`config.mk`:
```
export PLATFORM = sky130hd
export DESIGN_NAME = engine_fault_annunciator
export DESIGN_NICKNAME = d
export VERILOG_FILES = /design/src/design/efa_pkg.sv /design/src/design/efa_fault.sv /design/src/design/efa_runtime.sv /design/src/design/efa_buzzer.sv /design/src/design/engine_fault_annunciator.sv
export SDC_FILE = /design/constraint.sdc
export NUM_CORES = 1
export LEC_CHECK = 0
export ABC_AREA = 1
export BUFFER_PORTS_ARGS = -buffer_cell sky130_fd_sc_hd__clkbuf_2
export CAP_MARGIN = 25
export CORE_MARGIN = 1
export CORE_UTILIZATION = 27
export DETAILED_ROUTE_END_ITERATION = 7
export PLACE_DENSITY = 0.47
export REMOVE_ABC_BUFFERS = 1
export SLEW_MARGIN = 20
export SYNTH_ARGS = -nofsm -noshare
export SYNTH_HDL_FRONTEND = slang
export SYNTH_SLANG_ARGS = --single-unit
```
`constraint.sdc`:
```
create_clock -name clk -period 13.22 [get_ports clk]
set_input_delay 0 -clock clk [delete_from_list [all_inputs] [get_ports clk]]
set_output_delay 0 -clock clk [all_outputs]
set_load 0.1 [all_outputs]
```
`src/design/efa_pkg.sv`:
```
// Shared types and constants for the engine fault annunciator.
// No dependencies.
package efa_pkg;

	localparam int unsigned IN_W      = 8;
	localparam int unsigned OUT_W     = 48;
	localparam int unsigned CFG_IDX_W = 3;
	localparam int unsigned CFG_W     = 16;

	// register indexes
	localparam logic [CFG_IDX_W-1:0] REG_WATER_QUAL  = 3'd0;
	localparam logic [CFG_IDX_W-1:0] REG_COOL_DELAY  = 3'd1;
	localparam logic [CFG_IDX_W-1:0] REG_COOL_VERIFY = 3'd2;
	localparam logic [CFG_IDX_W-1:0] REG_BUZZ_PERIOD = 3'd3;
	localparam logic [CFG_IDX_W-1:0] REG_BUZZ_ON     = 3'd4;

	// register reset values
	localparam logic [CFG_W-1:0] WATER_QUAL_RST  = 16'd15000;
	localparam logic [CFG_W-1:0] COOL_DELAY_RST  = 16'd3000;
	localparam logic [CFG_W-1:0] COOL_VERIFY_RST = 16'd5000;
	localparam logic [CFG_W-1:0] BUZZ_PERIOD_RST = 16'd1000;
	localparam logic [CFG_W-1:0] BUZZ_ON_RST     = 16'd500;

	localparam logic [9:0] MS_PER_SEC = 10'd1000;

	typedef enum logic [1:0] {
		COOL_IDLE,
		COOL_DELAY,
		COOL_VERIFY,
		COOL_FAULT
	} cool_phase_t;

	typedef struct packed {
		logic [CFG_W-1:0] water_qualify;
		logic [CFG_W-1:0] cool_delay;
		logic [CFG_W-1:0] cool_verify;
		logic [CFG_W-1:0] buzz_period;
		logic [CFG_W-1:0] buzz_on;
	} cfg_t;

	typedef struct packed {
		logic water_alarm;
		logic disarmed_alarm;
		logic cooling_alarm;
		logic ev_water;
		logic ev_disarm;
		logic ev_cool;
		logic new_fault;
	} fault_status_t;

	typedef struct packed {
		logic        running;
		logic [31:0] total;
		logic        ev_start;
		logic        ev_stop;
	} run_status_t;

endpackage

```
`src/design/efa_fault.sv`:
```
// Fault qualification: water-tank low, shutoff disarmed, cooling fault.
// Depends on efa_pkg.
module efa_fault
	import efa_pkg::*;
(
	input  logic          clk,
	input  logic          arst_n,
	input  logic          adv,
	input  cfg_t          cfg,
	input  logic          water_low,
	input  logic          oil_pressure_ok,
	input  logic          coolant_flow_ok,
	input  logic          shutoff_armed,
	output fault_status_t status
);

	logic [15:0] water_count_q, water_count_d;
	logic        water_flag_q, water_flag_d;
	logic        disarm_flag_q, disarm_flag_d;
	cool_phase_t cool_phase_q, cool_phase_d;
	logic [15:0] cool_count_q, cool_count_d;
	logic        cool_fault_q, cool_fault_d;
	logic        ev_water, ev_disarm, ev_cool;

	always_comb begin
		water_count_d = water_count_q;
		water_flag_d  = water_flag_q;
		ev_water      = 1'b0;
		if (water_low) begin
			if (!water_flag_q) begin
				if (water_count_q != 16'hFFFF)
					water_count_d = water_count_q + 16'd1;
				if (water_count_d >= cfg.water_qualify) begin
					water_flag_d = 1'b1;
					ev_water     = 1'b1;
				end
			end
		end else begin
			water_count_d = '0;
			water_flag_d  = 1'b0;
		end
	end

	assign ev_disarm     = !shutoff_armed && !disarm_flag_q;
	assign disarm_flag_d = !shutoff_armed;

	always_comb begin
		cool_phase_d = cool_phase_q;
		cool_count_d = cool_count_q;
		cool_fault_d = cool_fault_q;
		ev_cool      = 1'b0;
		if (!coolant_flow_ok && oil_pressure_ok) begin
			case (cool_phase_q)
				COOL_IDLE: begin
					cool_phase_d = COOL_DELAY;
					cool_count_d = '0;
				end
				COOL_DELAY: begin
					if (cool_count_q >= cfg.cool_delay) begin
						cool_phase_d = COOL_VERIFY;
						cool_count_d = '0;
					end else begin
						cool_count_d = cool_count_q + 16'd1;
					end
				end
				COOL_VERIFY: begin
					if (cool_count_q != 16'hFFFF)
						cool_count_d = cool_count_q + 16'd1;
				end
				COOL_FAULT: ;
				default: ;
			endcase
			// verify may complete on its entry tick when the verify time is zero
			if (cool_phase_d == COOL_VERIFY && cool_count_d >= cfg.cool_verify) begin
				cool_phase_d = COOL_FAULT;
				if (!cool_fault_q) begin
					cool_fault_d = 1'b1;
					ev_cool      = 1'b1;
				end
			end
		end else begin
			cool_phase_d = COOL_IDLE;
			cool_count_d = '0;
			cool_fault_d = 1'b0;
		end
	end

	always_ff @(posedge clk or negedge arst_n) begin
		if (!arst_n) begin
			water_count_q <= '0;
			water_flag_q  <= 1'b0;
			disarm_flag_q <= 1'b0;
			cool_phase_q  <= COOL_IDLE;
			cool_count_q  <= '0;
			cool_fault_q  <= 1'b0;
		end else if (adv) begin
			water_count_q <= water_count_d;
			water_flag_q  <= water_flag_d;
			disarm_flag_q <= disarm_flag_d;
			cool_phase_q  <= cool_phase_d;
			cool_count_q  <= cool_count_d;
			cool_fault_q  <= cool_fault_d;
		end
	end

	assign status.water_alarm    = water_flag_d;
	assign status.disarmed_alarm = disarm_flag_d;
	assign status.cooling_alarm  = cool_fault_d;
	assign status.ev_water       = ev_water;
	assign status.ev_disarm      = ev_disarm;
	assign status.ev_cool        = ev_cool;
	assign status.new_fault      = ev_water || ev_disarm || ev_cool;

endmodule

```
`src/design/efa_runtime.sv`:
```
// Engine running state and accumulated run seconds.
// Depends on efa_pkg.
module efa_runtime
	import efa_pkg::*;
(
	input  logic        clk,
	input  logic        arst_n,
	input  logic        adv,
	input  logic        oil_pressure_ok,
	output run_status_t status
);

	logic        running_q, running_d;
	logic [9:0]  millis_q, millis_d;
	logic [31:0] secs_q, secs_d;
	logic [31:0] total_q, total_d;
	logic [9:0]  millis_inc;
	logic [32:0] sum;
	logic        ev_start, ev_stop;

	assign millis_inc = millis_q + 10'd1;
	assign sum        = {1'b0, total_q} + {1'b0, secs_q};

	always_comb begin
		running_d = running_q;
		millis_d  = millis_q;
		secs_d    = secs_q;
		total_d   = total_q;
		ev_start  = 1'b0;
		ev_stop   = 1'b0;
		if (oil_pressure_ok) begin
			if (!running_q) begin
				running_d = 1'b1;
				millis_d  = '0;
				secs_d    = '0;
				ev_start  = 1'b1;
			end else if (millis_inc >= MS_PER_SEC) begin
				millis_d = '0;
				if (secs_q != 32'hFFFF_FFFF)
					secs_d = secs_q + 32'd1;
			end else begin
				millis_d = millis_inc;
			end
		end else if (running_q) begin
			// partial second dropped, total saturates
			running_d = 1'b0;
			total_d   = sum[32] ? 32'hFFFF_FFFF : sum[31:0];
			millis_d  = '0;
			secs_d    = '0;
			ev_stop   = 1'b1;
		end
	end

	always_ff @(posedge clk or negedge arst_n) begin
		if (!arst_n) begin
			running_q <= 1'b0;
			millis_q  <= '0;
			secs_q    <= '0;
			total_q   <= '0;
		end else if (adv) begin
			running_q <= running_d;
			millis_q  <= millis_d;
			secs_q    <= secs_d;
			total_q   <= total_d;
		end
	end

	assign status.running  = running_d;
	assign status.total    = total_d;
	assign status.ev_start = ev_start;
	assign status.ev_stop  = ev_stop;

endmodule

```
`src/design/efa_buzzer.sv`:
```
// Silence latch and buzzer pattern generator.
// Depends on efa_pkg.
module efa_buzzer
	import efa_pkg::*;
(
	input  logic clk,
	input  logic arst_n,
	input  logic adv,
	input  cfg_t cfg,
	input  logic any_fault,
	input  logic new_fault,
	input  logic silence_press,
	output logic buzz
);

	logic        silenced_q, silenced_d;
	logic [15:0] phase_q, phase_d;
	logic [15:0] period;
	logic [15:0] phase_base;
	logic [15:0] phase_inc;

	// press in the same tick as a new fault wins
	assign silenced_d = silence_press ? 1'b1 : (new_fault ? 1'b0 : silenced_q);
	assign period     = (cfg.buzz_period == '0) ? 16'd1 : cfg.buzz_period;
	assign phase_base = (phase_q >= period) ? '0 : phase_q;
	assign phase_inc  = phase_base + 16'd1;

	always_comb begin
		buzz    = 1'b0;
		phase_d = '0;
		if (any_fault && !silenced_d) begin
			buzz    = phase_base < cfg.buzz_on;
			phase_d = (phase_inc >= period) ? '0 : phase_inc;
		end
	end

	always_ff @(posedge clk or negedge arst_n) begin
		if (!arst_n) begin
			silenced_q <= 1'b0;
			phase_q    <= '0;
		end else if (adv) begin
			silenced_q <= silenced_d;
			phase_q    <= phase_d;
		end
	end

endmodule

```
`src/design/engine_fault_annunciator.sv`:
```
// Engine fault annunciator: an accepted input passes through the input register,
// then the result register, before the result is valid. Throughput one item per cycle; the
// input side keeps accepting while the result register is full and drained.
// Stalls only when both the input stage and the result register are occupied
// and the result is not taken in that cycle.
// arst_n clears all fault, timer and run-time state and loads register defaults.
module engine_fault_annunciator
	import efa_pkg::*;
(
	input  logic                 clk,
	input  logic                 arst_n,
	input  logic                 s_tvalid,
	output logic                 s_tready,
	// [0] water_low, [1] oil_pressure_ok, [2] coolant_flow_ok, [3] shutoff_armed,
	// [4] silence_press, [7:5] zero
	input  logic [IN_W-1:0]      s_tdata,
	output logic                 m_tvalid,
	input  logic                 m_tready,
	// [0] buzzer_on, [1] warning_led, [2] water_alarm, [3] disarmed_alarm,
	// [4] cooling_alarm, [5] engine_running, [37:6] run_seconds_total,
	// [43:38] event_flags, [47:44] zero
	output logic [OUT_W-1:0]     m_tdata,
	input  logic                 cfg_we,
	input  logic [CFG_IDX_W-1:0] cfg_index,
	input  logic [CFG_W-1:0]     cfg_data
);

	cfg_t          cfg_q;
	logic          valid_s1;
	logic [4:0]    sample_s1;
	logic          valid_s2;
	logic [OUT_W-1:0] data_s2;
	logic          adv;
	fault_status_t fault;
	run_status_t   run;
	logic          any_fault;
	logic          buzz;
	logic [5:0]    events;

	always_ff @(posedge clk or negedge arst_n) begin
		if (!arst_n) begin
			cfg_q.water_qualify <= WATER_QUAL_RST;
			cfg_q.cool_delay    <= COOL_DELAY_RST;
			cfg_q.cool_verify   <= COOL_VERIFY_RST;
			cfg_q.buzz_period   <= BUZZ_PERIOD_RST;
			cfg_q.buzz_on       <= BUZZ_ON_RST;
		end else if (cfg_we) begin
			case (cfg_index)
				REG_WATER_QUAL:  cfg_q.water_qualify <= cfg_data;
				REG_COOL_DELAY:  cfg_q.cool_delay    <= cfg_data;
				REG_COOL_VERIFY: cfg_q.cool_verify   <= cfg_data;
				REG_BUZZ_PERIOD: cfg_q.buzz_period   <= cfg_data;
				REG_BUZZ_ON:     cfg_q.buzz_on       <= cfg_data;
				default: ;
			endcase
		end
	end

	assign adv      = valid_s1 && (!valid_s2 || m_tready);
	assign s_tready = !valid_s1 || adv;

	always_ff @(posedge clk or negedge arst_n) begin
		if (!arst_n)
			valid_s1 <= 1'b0;
		else if (s_tready)
			valid_s1 <= s_tvalid;
	end

	always_ff @(posedge clk) begin
		if (s_tvalid && s_tready)
			sample_s1 <= s_tdata[4:0];
	end

	efa_fault u_fault (
		.clk             (clk),
		.arst_n          (arst_n),
		.adv             (adv),
		.cfg             (cfg_q),
		.water_low       (sample_s1[0]),
		.oil_pressure_ok (sample_s1[1]),
		.coolant_flow_ok (sample_s1[2]),
		.shutoff_armed   (sample_s1[3]),
		.status          (fault)
	);

	efa_runtime u_runtime (
		.clk             (clk),
		.arst_n          (arst_n),
		.adv             (adv),
		.oil_pressure_ok (sample_s1[1]),
		.status          (run)
	);

	assign any_fault = fault.water_alarm || fault.disarmed_alarm || fault.cooling_alarm;

	efa_buzzer u_buzzer (
		.clk           (clk),
		.arst_n        (arst_n),
		.adv           (adv),
		.cfg           (cfg_q),
		.any_fault     (any_fault),
		.new_fault     (fault.new_fault),
		.silence_press (sample_s1[4]),
		.buzz          (buzz)
	);

	assign events = {sample_s1[4], fault.ev_cool, fault.ev_disarm, fault.ev_water,
		run.ev_stop, run.ev_start};

	always_ff @(posedge clk or negedge arst_n) begin
		if (!arst_n)
			valid_s2 <= 1'b0;
		else if (adv)
			valid_s2 <= 1'b1;
		else if (m_tready)
			valid_s2 <= 1'b0;
	end

	always_ff @(posedge clk) begin
		if (adv)
			data_s2 <= {4'b0, events, run.total, run.running, fault.cooling_alarm,
				fault.disarmed_alarm, fault.water_alarm, any_fault, buzz};
	end

	assign m_tvalid = valid_s2;
	assign m_tdata  = data_s2;

endmodule

```
==> impl_metrics.yaml <==
synth:
  synth_warnings: 0
  ys_seq_elements: 260
  synth_most_common_cell: "nand2_1"
  synthTopCellsByArea: "dfrtp_1, nand2_1, ha_1, edfxtp_1, inv_1"
  ys_types: 54
  synth_edf_count: 49
  postSynthCellCount: 2214
  syn_area_mm2: 0.01690
  synth_commonest_cells: "nand2_1, inv_1, dfrtp_1"
  synth_top_area_share: 0.2665
  synth_area_per_cell_um2: 7.634
  async_flop_share: 0.8115
  ys.flop_type: "dfrtp_1"
  synth_top_cell_by_area: "dfrtp_1"
  yosysSeqAreaShare: 0.4017
timing:
  relSlewSlack: 0.3469
  maxSlewViolCount: 0
  fin_crit_sh: 0.4349
  rsz0062_at_grt: "no"
  timing_hold_violations_final: 5
  fin_skew_ps: 30.45
  fin_crit_ps: 5750
  timing.hold.ws_ps: -66.15
  setup_violations: 0
  worst_pin_slew_ps: 977.3
  fmax_mhz: 173.9
  setup_tns_ps: 0
finish:
  fin_nets: 2478
  syn_to_final_growth_pct: 16.57
  num-fill-cells: 6581
  drive_gt1_frac: 0.08733
  num_antenna_cells: 0
  final_area_mm2: 0.01970
worst_hold_path:
  min_path_type: "in -> reg"
detailed_routing:
  postRouteAntennaNets: 0
  drt-wirelength-per-cell_um: 15.59
  drc: 0
  routed_wl_um: 49460
  drt_iter0_drc: 749
  route.vias.total: 14780
  avgViaCountPerCell: 4.657
  first_pass_iters: 5
clock_tree:
  cts-root-buf: "clkbuf_16"
  postCtsSetupBuffers: 0
  clk-insertion-delay-late_ps: 550
  htree_levels: 2
  ctsResizeCount: 0
  ctsLongestPathBuffers: 3
  clock-sinks: 260
  path_clk_slew_ps: 60
  cts_tree: "built"
  numCtsBuffers: 35
critical_path:
  crit_top_cell: "nand2_1"
  worst_ep_required_time_ps: 13700
  crit_type: "reg -> reg"
  slowest_delay_ps: 530
  worstPathArrival_ps: 6230
  path_max_fanout: 21
  start_kind: "register"
  end_kind: "register"
  cpMaxStageDelayCell: "nand2_1"
  path_delay_family: "simple AND/OR/NAND/NOR gates"
  path_buf_inv: 4
floorplanning:
  core-area_mm2: 0.06183
  die_w_um: 252.2
  fp-row-count: 91
  io_pins: 82
  die_y_um: 252.2
  die_area_mm2: 0.06361
  start_util: 0.2734
power_and_ir_drop:
  power_leakage_nw: 9.383
  ir_drop_mv: 0.1199
  power.density_mw_per_mm2: 153.9
flow_run:
  drv_cap: 0
place:
  postPlaceCellArea_mm2: 0.01817
  port_buffers: 74
  gp_congestion: 0.8883
  hpwl_um: 36490
grt:
  gr-usage-all-layers: 0.1573
  gr-total-overflow: 0
  antenna_found_initial: 0
  grt_max_degree: 82
  grt_pass1_wl_um: 79200
  grt_pass1_vias: 14480
run_status:
  failed_checks: "negative hold slack"
  status: "complete, but fails checks"
-- report_power, final --
| part | total, mW | leakage, nW | switching, mW | internal, mW |
|---|---|---|---|---|
| logic | 0.973 | 5.62 | 0.719 | 0.255 |
| clock network | 0.963 | 0.577 | 0.391 | 0.572 |
| registers | 1.10 | 3.19 | 0.100 | 0.995 |
| total | 3.03 | 9.38 | 1.21 | 1.82 |
-- layout make-up --
cell class | count | area (um^2) | area share
Tap cell | 837 | 1047 | 0.05315
Timing Repair Buffer | 122 | 869.6 | 0.04413
Clock buffer | 47 | 1035 | 0.05251
Sequential cell | 260 | 6790 | 0.3446
Clock inverter | 14 | 122.6 | 0.006223
Inverter | 307 | 1154 | 0.05855
Multi-Input combinational cell | 1586 | 8686 | 0.4408
-- layout by cell type (no fill, tap or decap), drive strengths merged, types with 2 or more instances in the layout --
cell type | netlist | layout
dfrtp | 180 | 180
and3 | 3 | 3
a21oi | 94 | 94
a2111oi | 2 | 2
o21bai | 6 | 6
o2bb2ai | 2 | 2
clkbuf | 44 | 122
nor3 | 67 | 67
nor2 | 158 | 158
nand4 | 38 | 38
conb | 1 | 4
dlygate4sd3 | 0 | 29
o22ai | 39 | 39
and2 | 7 | 7
xnor2 | 25 | 25
edfxtp | 49 | 49
inv | 304 | 307
xor2 | 47 | 47
ha | 133 | 133
o211ai | 4 | 4
clkinv | 3 | 13
nand3 | 124 | 124
nand2 | 557 | 557
nor4 | 19 | 19
dfstp | 31 | 31
or2 | 5 | 5
a31oi | 16 | 16
buf | 20 | 18
nor3b | 2 | 2
a22oi | 2 | 2
a21o | 8 | 8
o21a | 3 | 3
nand3b | 13 | 13
o21ai | 195 | 195
a21boi | 7 | 7
-- final timing paths --
| check | startpoint | endpoint | slack (ps) | depth (start not counted) |
|---|---|---|---|---|
| max in group asynchronous | arst_n | u_runtime.millis_q[5] | 11790 | 3 |
| worst max register to register | cfg_q[29] | u_buzzer.phase_q[9] | 7470 | 31 |
| min in group asynchronous | arst_n | u_runtime.total_q[23] | 20 | 2 |
| worst max-delay path | cfg_q[29] | u_buzzer.phase_q[9] | 7470 | 31 |
| worst min register to register | sample_s1[4] | m_tdata[43] | 480 | 0 |
| worst min-delay path | cfg_index[0] | cfg_q[17] | -70 | 3 |
-- state kept, by name, summed over array words and instances (netlist names), 2 cells and up --
| register | count |
|---|---|
| cfg_q | 80 |
| m_tdata | 44 |
| u_runtime.secs_q | 32 |
| u_runtime.total_q | 32 |
| u_buzzer.phase_q | 16 |
| u_fault.cool_count_q | 16 |
| u_fault.water_count_q | 16 |
| u_runtime.millis_q | 10 |
| sample_s1 | 5 |
| u_fault.cool_phase_q | 2 |
-- metrics by stage --
step	instances	utilization	worst slack (ps)	hold WS [ps]	power, mW
after detailed placement	3078	0.2939	7442	57.04	2.075
after global routing	3173	0.3187	6976	6.839	3.230
final	3173	0.3187	7470	-66.15	3.032
after floorplan	2153	-	7854	-295.6	1.814
after CTS	3165	0.3168	7409	32.58	3.074
after global placement	3076	0.2935	7379	54.71	2.060
-- logic make-up (layout without fill, tap and decap cells) --
kind of cell             count (synthesis)  after routing  synth area share
XOR/XNOR                                72             72           0.03731
multiplexers                             1              1         0.0005922
AO/OA/AOI/OAI                          382            382            0.1238
flip-flops                             260            260            0.4017
buffers and inverters                  371            490           0.08572
adder cells (fa/ha/maj)                134            134           0.09964
AND/OR/NAND/NOR                        993            993            0.2509
other                                    1              4         0.0002219
-- metal layers --
layer	global-route usage	part of all wire	up-vias	wire length, um
li1	-	-	7549	-
met1	0.2227	0.50	6877	24770
met2	0.2449	0.43	293	21250
met3	0.02801	0.048	59	2395
met4	0.04156	0.021	0	1039
met5	0	0	-	0
-- timing repair --
item	in CTS	in global routing
endpoints found under the setup margin	0	0
hold buffers	26	3
endpoints found under the hold margin	171	2
-- tightest hold or removal path: stages --
cell	delay, ps
clkbuf_2	100
nand3_1	220
o21ai_0	110
No activity file was read; power rests on OpenSTA's default activity.
